$ cat config.mk
export PLATFORM = sky130hd
export DESIGN_NAME = rdmac_front
export DESIGN_NICKNAME = d
export VERILOG_FILES = /design/src/sv/rdmac_pkg.sv /design/src/sv/rdmac_front.sv
export SDC_FILE = /design/constraint.sdc
export NUM_CORES = 1
export LEC_CHECK = 0
export BUFFER_PORTS_ARGS = -buffer_cell sky130_fd_sc_hd__buf_2
export CAP_MARGIN = 5
export CORE_UTILIZATION = 52
export DETAILED_ROUTE_END_ITERATION = 16
export HOLD_SLACK_MARGIN = 0.05
export PLACE_DENSITY_LB_ADDON = 0.12
export SLEW_MARGIN = 5
export SYNTH_ARGS = -nofsm -noshare
export SYNTH_HDL_FRONTEND = slang
export SYNTH_SLANG_ARGS = --single-unit
$ cat constraint.sdc
create_clock -name clk -period 4.3 [get_ports clk]
set_input_delay 0 -clock clk [delete_from_list [all_inputs] [get_ports clk]]
set_output_delay 0 -clock clk [all_outputs]
set_load 0.01 [all_outputs]
$ cat src/sv/rdmac_pkg.sv
// Package for the retail DES MAC block: DES tables, bit permutations and the round function.
// Used by rdmac_front, rdmac_back and the top level; depends on nothing.
`default_nettype none
package rdmac_pkg;

	localparam int unsigned BlkW = 64;
	localparam int unsigned CfgIdxW = 1;
	localparam int unsigned QDepth = 2;
	localparam int unsigned QPtrW = 1;
	localparam logic [7:0] PadMark = 8'h80;
	localparam int unsigned PadShift = 16;

	typedef enum logic [CfgIdxW-1:0] {
		REG_KEY_ONE = 1'b0,
		REG_KEY_TWO = 1'b1
	} reg_idx_t;

	// Operation for the back end, decided by the front end.
	typedef enum logic [1:0] {
		OP_CHAIN_FIRST = 2'd0,
		OP_CHAIN_NEXT  = 2'd1,
		OP_FINAL_ONLY  = 2'd2,
		OP_FINAL_PAD   = 2'd3
	} op_t;

	typedef struct packed {
		op_t        op;
		logic [63:0] data;
	} job_t;

	typedef logic [7:0] tab64_t [64];
	typedef logic [7:0] tab56_t [56];
	typedef logic [7:0] tab48_t [48];
	typedef logic [7:0] tab32_t [32];
	typedef logic [3:0] sbox_t [8][64];

	localparam tab64_t TIp = '{
		58,50,42,34,26,18,10,2, 60,52,44,36,28,20,12,4,
		62,54,46,38,30,22,14,6, 64,56,48,40,32,24,16,8,
		57,49,41,33,25,17,9,1, 59,51,43,35,27,19,11,3,
		61,53,45,37,29,21,13,5, 63,55,47,39,31,23,15,7};
	localparam tab64_t TFp = '{
		40,8,48,16,56,24,64,32, 39,7,47,15,55,23,63,31,
		38,6,46,14,54,22,62,30, 37,5,45,13,53,21,61,29,
		36,4,44,12,52,20,60,28, 35,3,43,11,51,19,59,27,
		34,2,42,10,50,18,58,26, 33,1,41,9,49,17,57,25};
	localparam tab48_t TE = '{
		32,1,2,3,4,5, 4,5,6,7,8,9, 8,9,10,11,12,13, 12,13,14,15,16,17,
		16,17,18,19,20,21, 20,21,22,23,24,25, 24,25,26,27,28,29, 28,29,30,31,32,1};
	localparam tab32_t TP = '{
		16,7,20,21,29,12,28,17, 1,15,23,26,5,18,31,10,
		2,8,24,14,32,27,3,9, 19,13,30,6,22,11,4,25};
	localparam tab56_t TPc1 = '{
		57,49,41,33,25,17,9, 1,58,50,42,34,26,18,
		10,2,59,51,43,35,27, 19,11,3,60,52,44,36,
		63,55,47,39,31,23,15, 7,62,54,46,38,30,22,
		14,6,61,53,45,37,29, 21,13,5,28,20,12,4};
	localparam tab48_t TPc2 = '{
		14,17,11,24,1,5, 3,28,15,6,21,10, 23,19,12,4,26,8, 16,7,27,20,13,2,
		41,52,31,37,47,55, 30,40,51,45,33,48, 44,49,39,56,34,53, 46,42,50,36,29,32};
	localparam logic [15:0] RotTwo = 16'b0011111101111110;
	localparam sbox_t TS = '{
		'{14,4,13,1,2,15,11,8,3,10,6,12,5,9,0,7, 0,15,7,4,14,2,13,1,10,6,12,11,9,5,3,8,
		  4,1,14,8,13,6,2,11,15,12,9,7,3,10,5,0, 15,12,8,2,4,9,1,7,5,11,3,14,10,0,6,13},
		'{15,1,8,14,6,11,3,4,9,7,2,13,12,0,5,10, 3,13,4,7,15,2,8,14,12,0,1,10,6,9,11,5,
		  0,14,7,11,10,4,13,1,5,8,12,6,9,3,2,15, 13,8,10,1,3,15,4,2,11,6,7,12,0,5,14,9},
		'{10,0,9,14,6,3,15,5,1,13,12,7,11,4,2,8, 13,7,0,9,3,4,6,10,2,8,5,14,12,11,15,1,
		  13,6,4,9,8,15,3,0,11,1,2,12,5,10,14,7, 1,10,13,0,6,9,8,7,4,15,14,3,11,5,2,12},
		'{7,13,14,3,0,6,9,10,1,2,8,5,11,12,4,15, 13,8,11,5,6,15,0,3,4,7,2,12,1,10,14,9,
		  10,6,9,0,12,11,7,13,15,1,3,14,5,2,8,4, 3,15,0,6,10,1,13,8,9,4,5,11,12,7,2,14},
		'{2,12,4,1,7,10,11,6,8,5,3,15,13,0,14,9, 14,11,2,12,4,7,13,1,5,0,15,10,3,9,8,6,
		  4,2,1,11,10,13,7,8,15,9,12,5,6,3,0,14, 11,8,12,7,1,14,2,13,6,15,0,9,10,4,5,3},
		'{12,1,10,15,9,2,6,8,0,13,3,4,14,7,5,11, 10,15,4,2,7,12,9,5,6,1,13,14,0,11,3,8,
		  9,14,15,5,2,8,12,3,7,0,4,10,1,13,11,6, 4,3,2,12,9,5,15,10,11,14,1,7,6,0,8,13},
		'{4,11,2,14,15,0,8,13,3,12,9,7,5,10,6,1, 13,0,11,7,4,9,1,10,14,3,5,12,2,15,8,6,
		  1,4,11,13,12,3,7,14,10,15,6,8,0,5,9,2, 6,11,13,8,1,4,10,7,9,5,0,15,14,2,3,12},
		'{13,2,8,4,6,15,11,1,10,9,3,14,5,0,12,7, 1,15,13,8,10,3,7,4,12,5,6,11,0,14,9,2,
		  7,11,4,1,9,12,14,2,0,6,10,13,15,3,5,8, 2,1,14,7,4,10,8,13,15,12,9,0,3,5,6,11}};

	// Bit permutations; table entries count from the most significant bit, starting at one.
	function automatic logic [63:0] perm_ip(input logic [63:0] x);
		logic [63:0] r;
		for (int i = 0; i < 64; i++) r[63-i] = x[64-TIp[i]];
		return r;
	endfunction

	function automatic logic [63:0] perm_fp(input logic [63:0] x);
		logic [63:0] r;
		for (int i = 0; i < 64; i++) r[63-i] = x[64-TFp[i]];
		return r;
	endfunction

	function automatic logic [55:0] perm_pc1(input logic [63:0] x);
		logic [55:0] r;
		for (int i = 0; i < 56; i++) r[55-i] = x[64-TPc1[i]];
		return r;
	endfunction

	function automatic logic [47:0] perm_pc2(input logic [55:0] x);
		logic [47:0] r;
		for (int i = 0; i < 48; i++) r[47-i] = x[56-TPc2[i]];
		return r;
	endfunction

	// Rotate both 28-bit key halves left by one or two.
	function automatic logic [55:0] rot_cd(input logic [55:0] cd, input logic two);
		logic [27:0] c;
		logic [27:0] d;
		c = cd[55:28];
		d = cd[27:0];
		if (two) begin
			c = {c[25:0], c[27:26]};
			d = {d[25:0], d[27:26]};
		end else begin
			c = {c[26:0], c[27]};
			d = {d[26:0], d[27]};
		end
		return {c, d};
	endfunction

	// All sixteen round keys of one DES key.
	typedef logic [47:0] subkeys_t [16];
	function automatic subkeys_t make_subkeys(input logic [63:0] key);
		subkeys_t sk;
		logic [55:0] cd;
		cd = perm_pc1(key);
		for (int i = 0; i < 16; i++) begin
			cd = rot_cd(cd, RotTwo[15-i]);
			sk[i] = perm_pc2(cd);
		end
		return sk;
	endfunction

	// Cipher function f of one round.
	function automatic logic [31:0] round_f(input logic [31:0] r, input logic [47:0] k);
		logic [47:0] e;
		logic [31:0] s;
		logic [31:0] p;
		logic [5:0] six;
		for (int i = 0; i < 48; i++) e[47-i] = r[32-TE[i]];
		e = e ^ k;
		for (int j = 0; j < 8; j++) begin
			six = e[47-6*j -: 6];
			s[31-4*j -: 4] = TS[j][{six[5], six[0], six[4:1]}];
		end
		for (int i = 0; i < 32; i++) p[31-i] = s[32-TP[i]];
		return p;
	endfunction

	// One full single-DES pass, rounds unrolled.
	function automatic logic [63:0] des_block(input logic [63:0] blk, input subkeys_t sk,
		input logic decrypt);
		logic [63:0] x;
		logic [31:0] l;
		logic [31:0] r;
		logic [31:0] t;
		x = perm_ip(blk);
		l = x[63:32];
		r = x[31:0];
		for (int i = 0; i < 16; i++) begin
			t = r;
			r = l ^ round_f(r, decrypt ? sk[15-i] : sk[i]);
			l = t;
		end
		return perm_fp({r, l});
	endfunction

endpackage
`default_nettype wire

$ cat src/sv/rdmac_front.sv
// Front end: accepts message blocks, tags each with its chaining operation, queues it.
// Depends on rdmac_pkg.
`default_nettype none
module rdmac_front (
	input  wire logic              clk,
	input  wire logic              arst_n,
	input  wire logic              in_valid,
	output logic                   in_ready,
	input  wire logic [63:0]       data_block,
	input  wire logic              last_block,
	output logic                   job_valid,
	input  wire logic              job_ready,
	output rdmac_pkg::job_t        job
);
	import rdmac_pkg::*;

	job_t              mem_q [QDepth];
	logic [QPtrW-1:0]  wr_ptr_q;
	logic [QPtrW-1:0]  rd_ptr_q;
	logic [QPtrW:0]    count_q;
	logic              seen_q;
	logic              push;
	logic              pop;
	op_t               op_new;

	assign in_ready  = (count_q != (QPtrW+1)'(QDepth));
	assign push      = in_valid && in_ready;
	assign pop       = job_valid && job_ready;
	assign job_valid = (count_q != '0);
	assign job       = mem_q[rd_ptr_q];

	// Classify the request by message position.
	always_comb begin
		if (!last_block) op_new = seen_q ? OP_CHAIN_NEXT : OP_CHAIN_FIRST;
		else op_new = seen_q ? OP_FINAL_PAD : OP_FINAL_ONLY;
	end

	// Queue storage.
	always_ff @(posedge clk) begin
		if (push) mem_q[wr_ptr_q] <= '{op: op_new, data: data_block};
	end

	// Queue pointers and the message-position flag.
	always_ff @(posedge clk or negedge arst_n) begin
		if (!arst_n) begin
			wr_ptr_q <= '0;
			rd_ptr_q <= '0;
			count_q  <= '0;
			seen_q   <= 1'b0;
		end else begin
			if (push) begin
				wr_ptr_q <= wr_ptr_q + 1'b1;
				seen_q   <= !last_block;
			end
			if (pop) rd_ptr_q <= rd_ptr_q + 1'b1;
			count_q <= count_q + (QPtrW+1)'(push) - (QPtrW+1)'(pop);
		end
	end
endmodule
`default_nettype wire

==> results.cfg <==
[run_status]
status = finished clean

[global_route]
gr-total-overflow = 0
grt_max_degree = 68
grt_usage = 0.181
grt_antenna_before_repair = 0
grt_pass1_vias = 2942
grt_first_pass_wirelength_mm = 13.5

[timing]
setup_violations = 0
min_period_ns = 2.27
fmaxAchievable_ghz = 0.441
tightest_slew_ns = 1.07
setup_tns_ns = 0
clock_skew_ns = 0.00753
hold_viol_final = 0
slew_headroom = 0.284
report.final.slew_viol_count = 0
rsz0062_at_grt = false
min_period_over_period = 0.527

[critical_path]
crit_path_end_kind = output port
cp_data_arrival_time_ns = 2.27
crit_type = reg2out
reg2reg_slack_ns = 2.08
path_max_fanout = 67
worst_r2r_startpoint = count_q[0]
worstSetupStartpoint = rd_ptr_q
required_ns = 4.30
start_kind = flip-flop
reg2reg_depth = 3

[die]
initial_core_util = 0.545
ios = 137
coreArea_mm2 = 0.00942
row_count = 35
die_area_mm2 = 0.0103
die_h_um = 101
dieWidth_um = 101

[clock_tree]
root_buffer = clkbuf_8
clk_latency_ns = 0.51
cts_htree_levels = 4
post_cts_buffers = 0
cts_sinks = 137
clk_pin_slew_worst_paths_ns = 0.06
cts-buffers-inserted = 17
clockBufferDepth = 2
cts_tree = built

[final_layout]
diodes = 0
fill_cells = 563
final_cell_mix = 136 x buf_2, 132 x edfxtp_1, 69 x dlygate4sd3_1
layout.area.seq_mm2 = 0.00409
nNetsFinal = 519
area_growth_pct = 41.0
multi_input_area_um2 = 993
drive_above_1_share = 0.515
mostFrequentLayoutCell = buf_2
fin_util = 0.769

[logic_synthesis]
yosys_register_bits = 137
synth_cell_types = 22
synth_top_area_share = 0.772
syn_area_per_cell_um2 = 22.3
synth_area_mm2 = 0.00513
ys_seq_area_frac = 0.796
ys_top_cells_by_area = edfxtp_1 77%, mux2_4 8.8%, mux2_2 7.9%
synthCells = 230
yosys_warnings = 0
synth_nets = 300
synth_top_cell_by_area = edfxtp_1

[place]
place_congestion = 0.731
place_hpwl_mm = 5.02
portBuffers = 136

[route]
drtAntennaViolNets = 0
routed_wl_mm = 8.96
drt-initial-drc-count = 104
num_vias = 2847
firstDrtPassIters = 4
vias_per_cell = 4.82
drc = 0
post_drt_wl_per_cell_um = 15.2

[min_path]
hp-class = in2reg
hold_start = data_block[8]
hold_depth = 2

[pwr]
p_per_area_mw_per_mm2 = 650
vdd_ir_drop_max_mv = 0.426
p_leak_uw = 0.00286

[flow_run]
drv_cap = 0
==> layer usage <==
metal,track usage,wire length (µm),share of wire
met1,0.198,3560,0.40
met2,0.311,4700,0.52
met3,0.0725,598,0.067
met4,0.0814,110,0.012
met5,0,0,0
==> area by class of cell <==
type,count,area share
multi-input combinational,85,0.137
tap,129,0.0223
clock buffer,19,0.0582
timing repair buffer,207,0.193
inverter,1,0.000518
sequential,137,0.565
clock inverter,13,0.0232
==> registers in the layout, summed over array words and instances (netlist names) <==
name and flops:
rd_ptr_q 1, count_q 2, mem_q 132, seen_q 1
wr_ptr_q 1
==> power breakdown <==
| group | switching (µW) | leakage [µW] | total, µW | internal (µW) |
|---|---|---|---|---|
| Sequential | 225 | 0.00129 | 2060 | 1830 |
| Clock | 529 | 0.000283 | 1420 | 889 |
| Combinational | 550 | 0.00129 | 1240 | 685 |
==> cells in the mapped netlist <==
| cell type | instances |
|---|---|
| a21bo_1 | 1 |
| dfrtp_1 | 5 |
| nor2b_1 | 1 |
| mux2_2 | 36 |
| ha_1 | 1 |
| a211oi_1 | 1 |
| inv_1 | 1 |
| mux2i_1 | 1 |
| nand2_1 | 2 |
| buf_4 | 1 |
| nand3_1 | 1 |
| and3_1 | 1 |
| or2_2 | 1 |
| o21ai_0 | 1 |
| buf_2 | 3 |
| xnor2_1 | 3 |
| edfxtp_1 | 132 |
| a32oi_1 | 1 |
| mux2_4 | 30 |
| nand2b_1 | 1 |
| buf_6 | 3 |
| nor2_1 | 3 |
==> worst paths after layout <==
check,to
worst max-delay path,job[11]
worst min-delay path,mem_q[1][8]
worst max register to register,mem_q[1][59]
worst min register to register,mem_q[1][64]
max in group asynchronous,rd_ptr_q
min in group asynchronous,rd_ptr_q
==> logic make-up (layout without fill, tap and decap cells) <==
kind of cell | Yosys count | after routing | synth area share
compound gates | 4 | 4 | 0.00609
xor+xnor | 3 | 3 | 0.00512
fa+ha+maj | 1 | 1 | 0.00244
buf+inv | 8 | 240 | 0.0117
flops | 137 | 137 | 0.796
mux | 67 | 67 | 0.169
simple gates | 10 | 10 | 0.00951
==> what timing repair did <==
action / CTS / global route
gates resized for setup: 0 / 0
hold endpoints to repair: 140 / 0
hold buffers: 69 / 0
==> stage by stage <==
stage / hold WS, ns / setup slack [ns] / total power, µW / area (µm²) / instances
global route: 0.195 / 1.94 / 4930 / 7240 / 591
global placement: -0.179 / 2.07 / 3270 / 5960 / 490
CTS: 0.188 / 2.01 / 4760 / 7240 / 591
finish: 0.214 / 2.03 / 4710 / 7240 / 591
detailed placement: -0.175 / 2.05 / 3290 / 5960 / 490
floorplan: -0.296 / 0.306 / 2860 / 5130 / 230
==> critical path, stage by stage (launching register included) <==
cell and delay [ns]:
dfrtp_4 1.12, mux2_2 0.43, buf_2 0.15
Note: power is estimated with default switching activity, not from simulation.
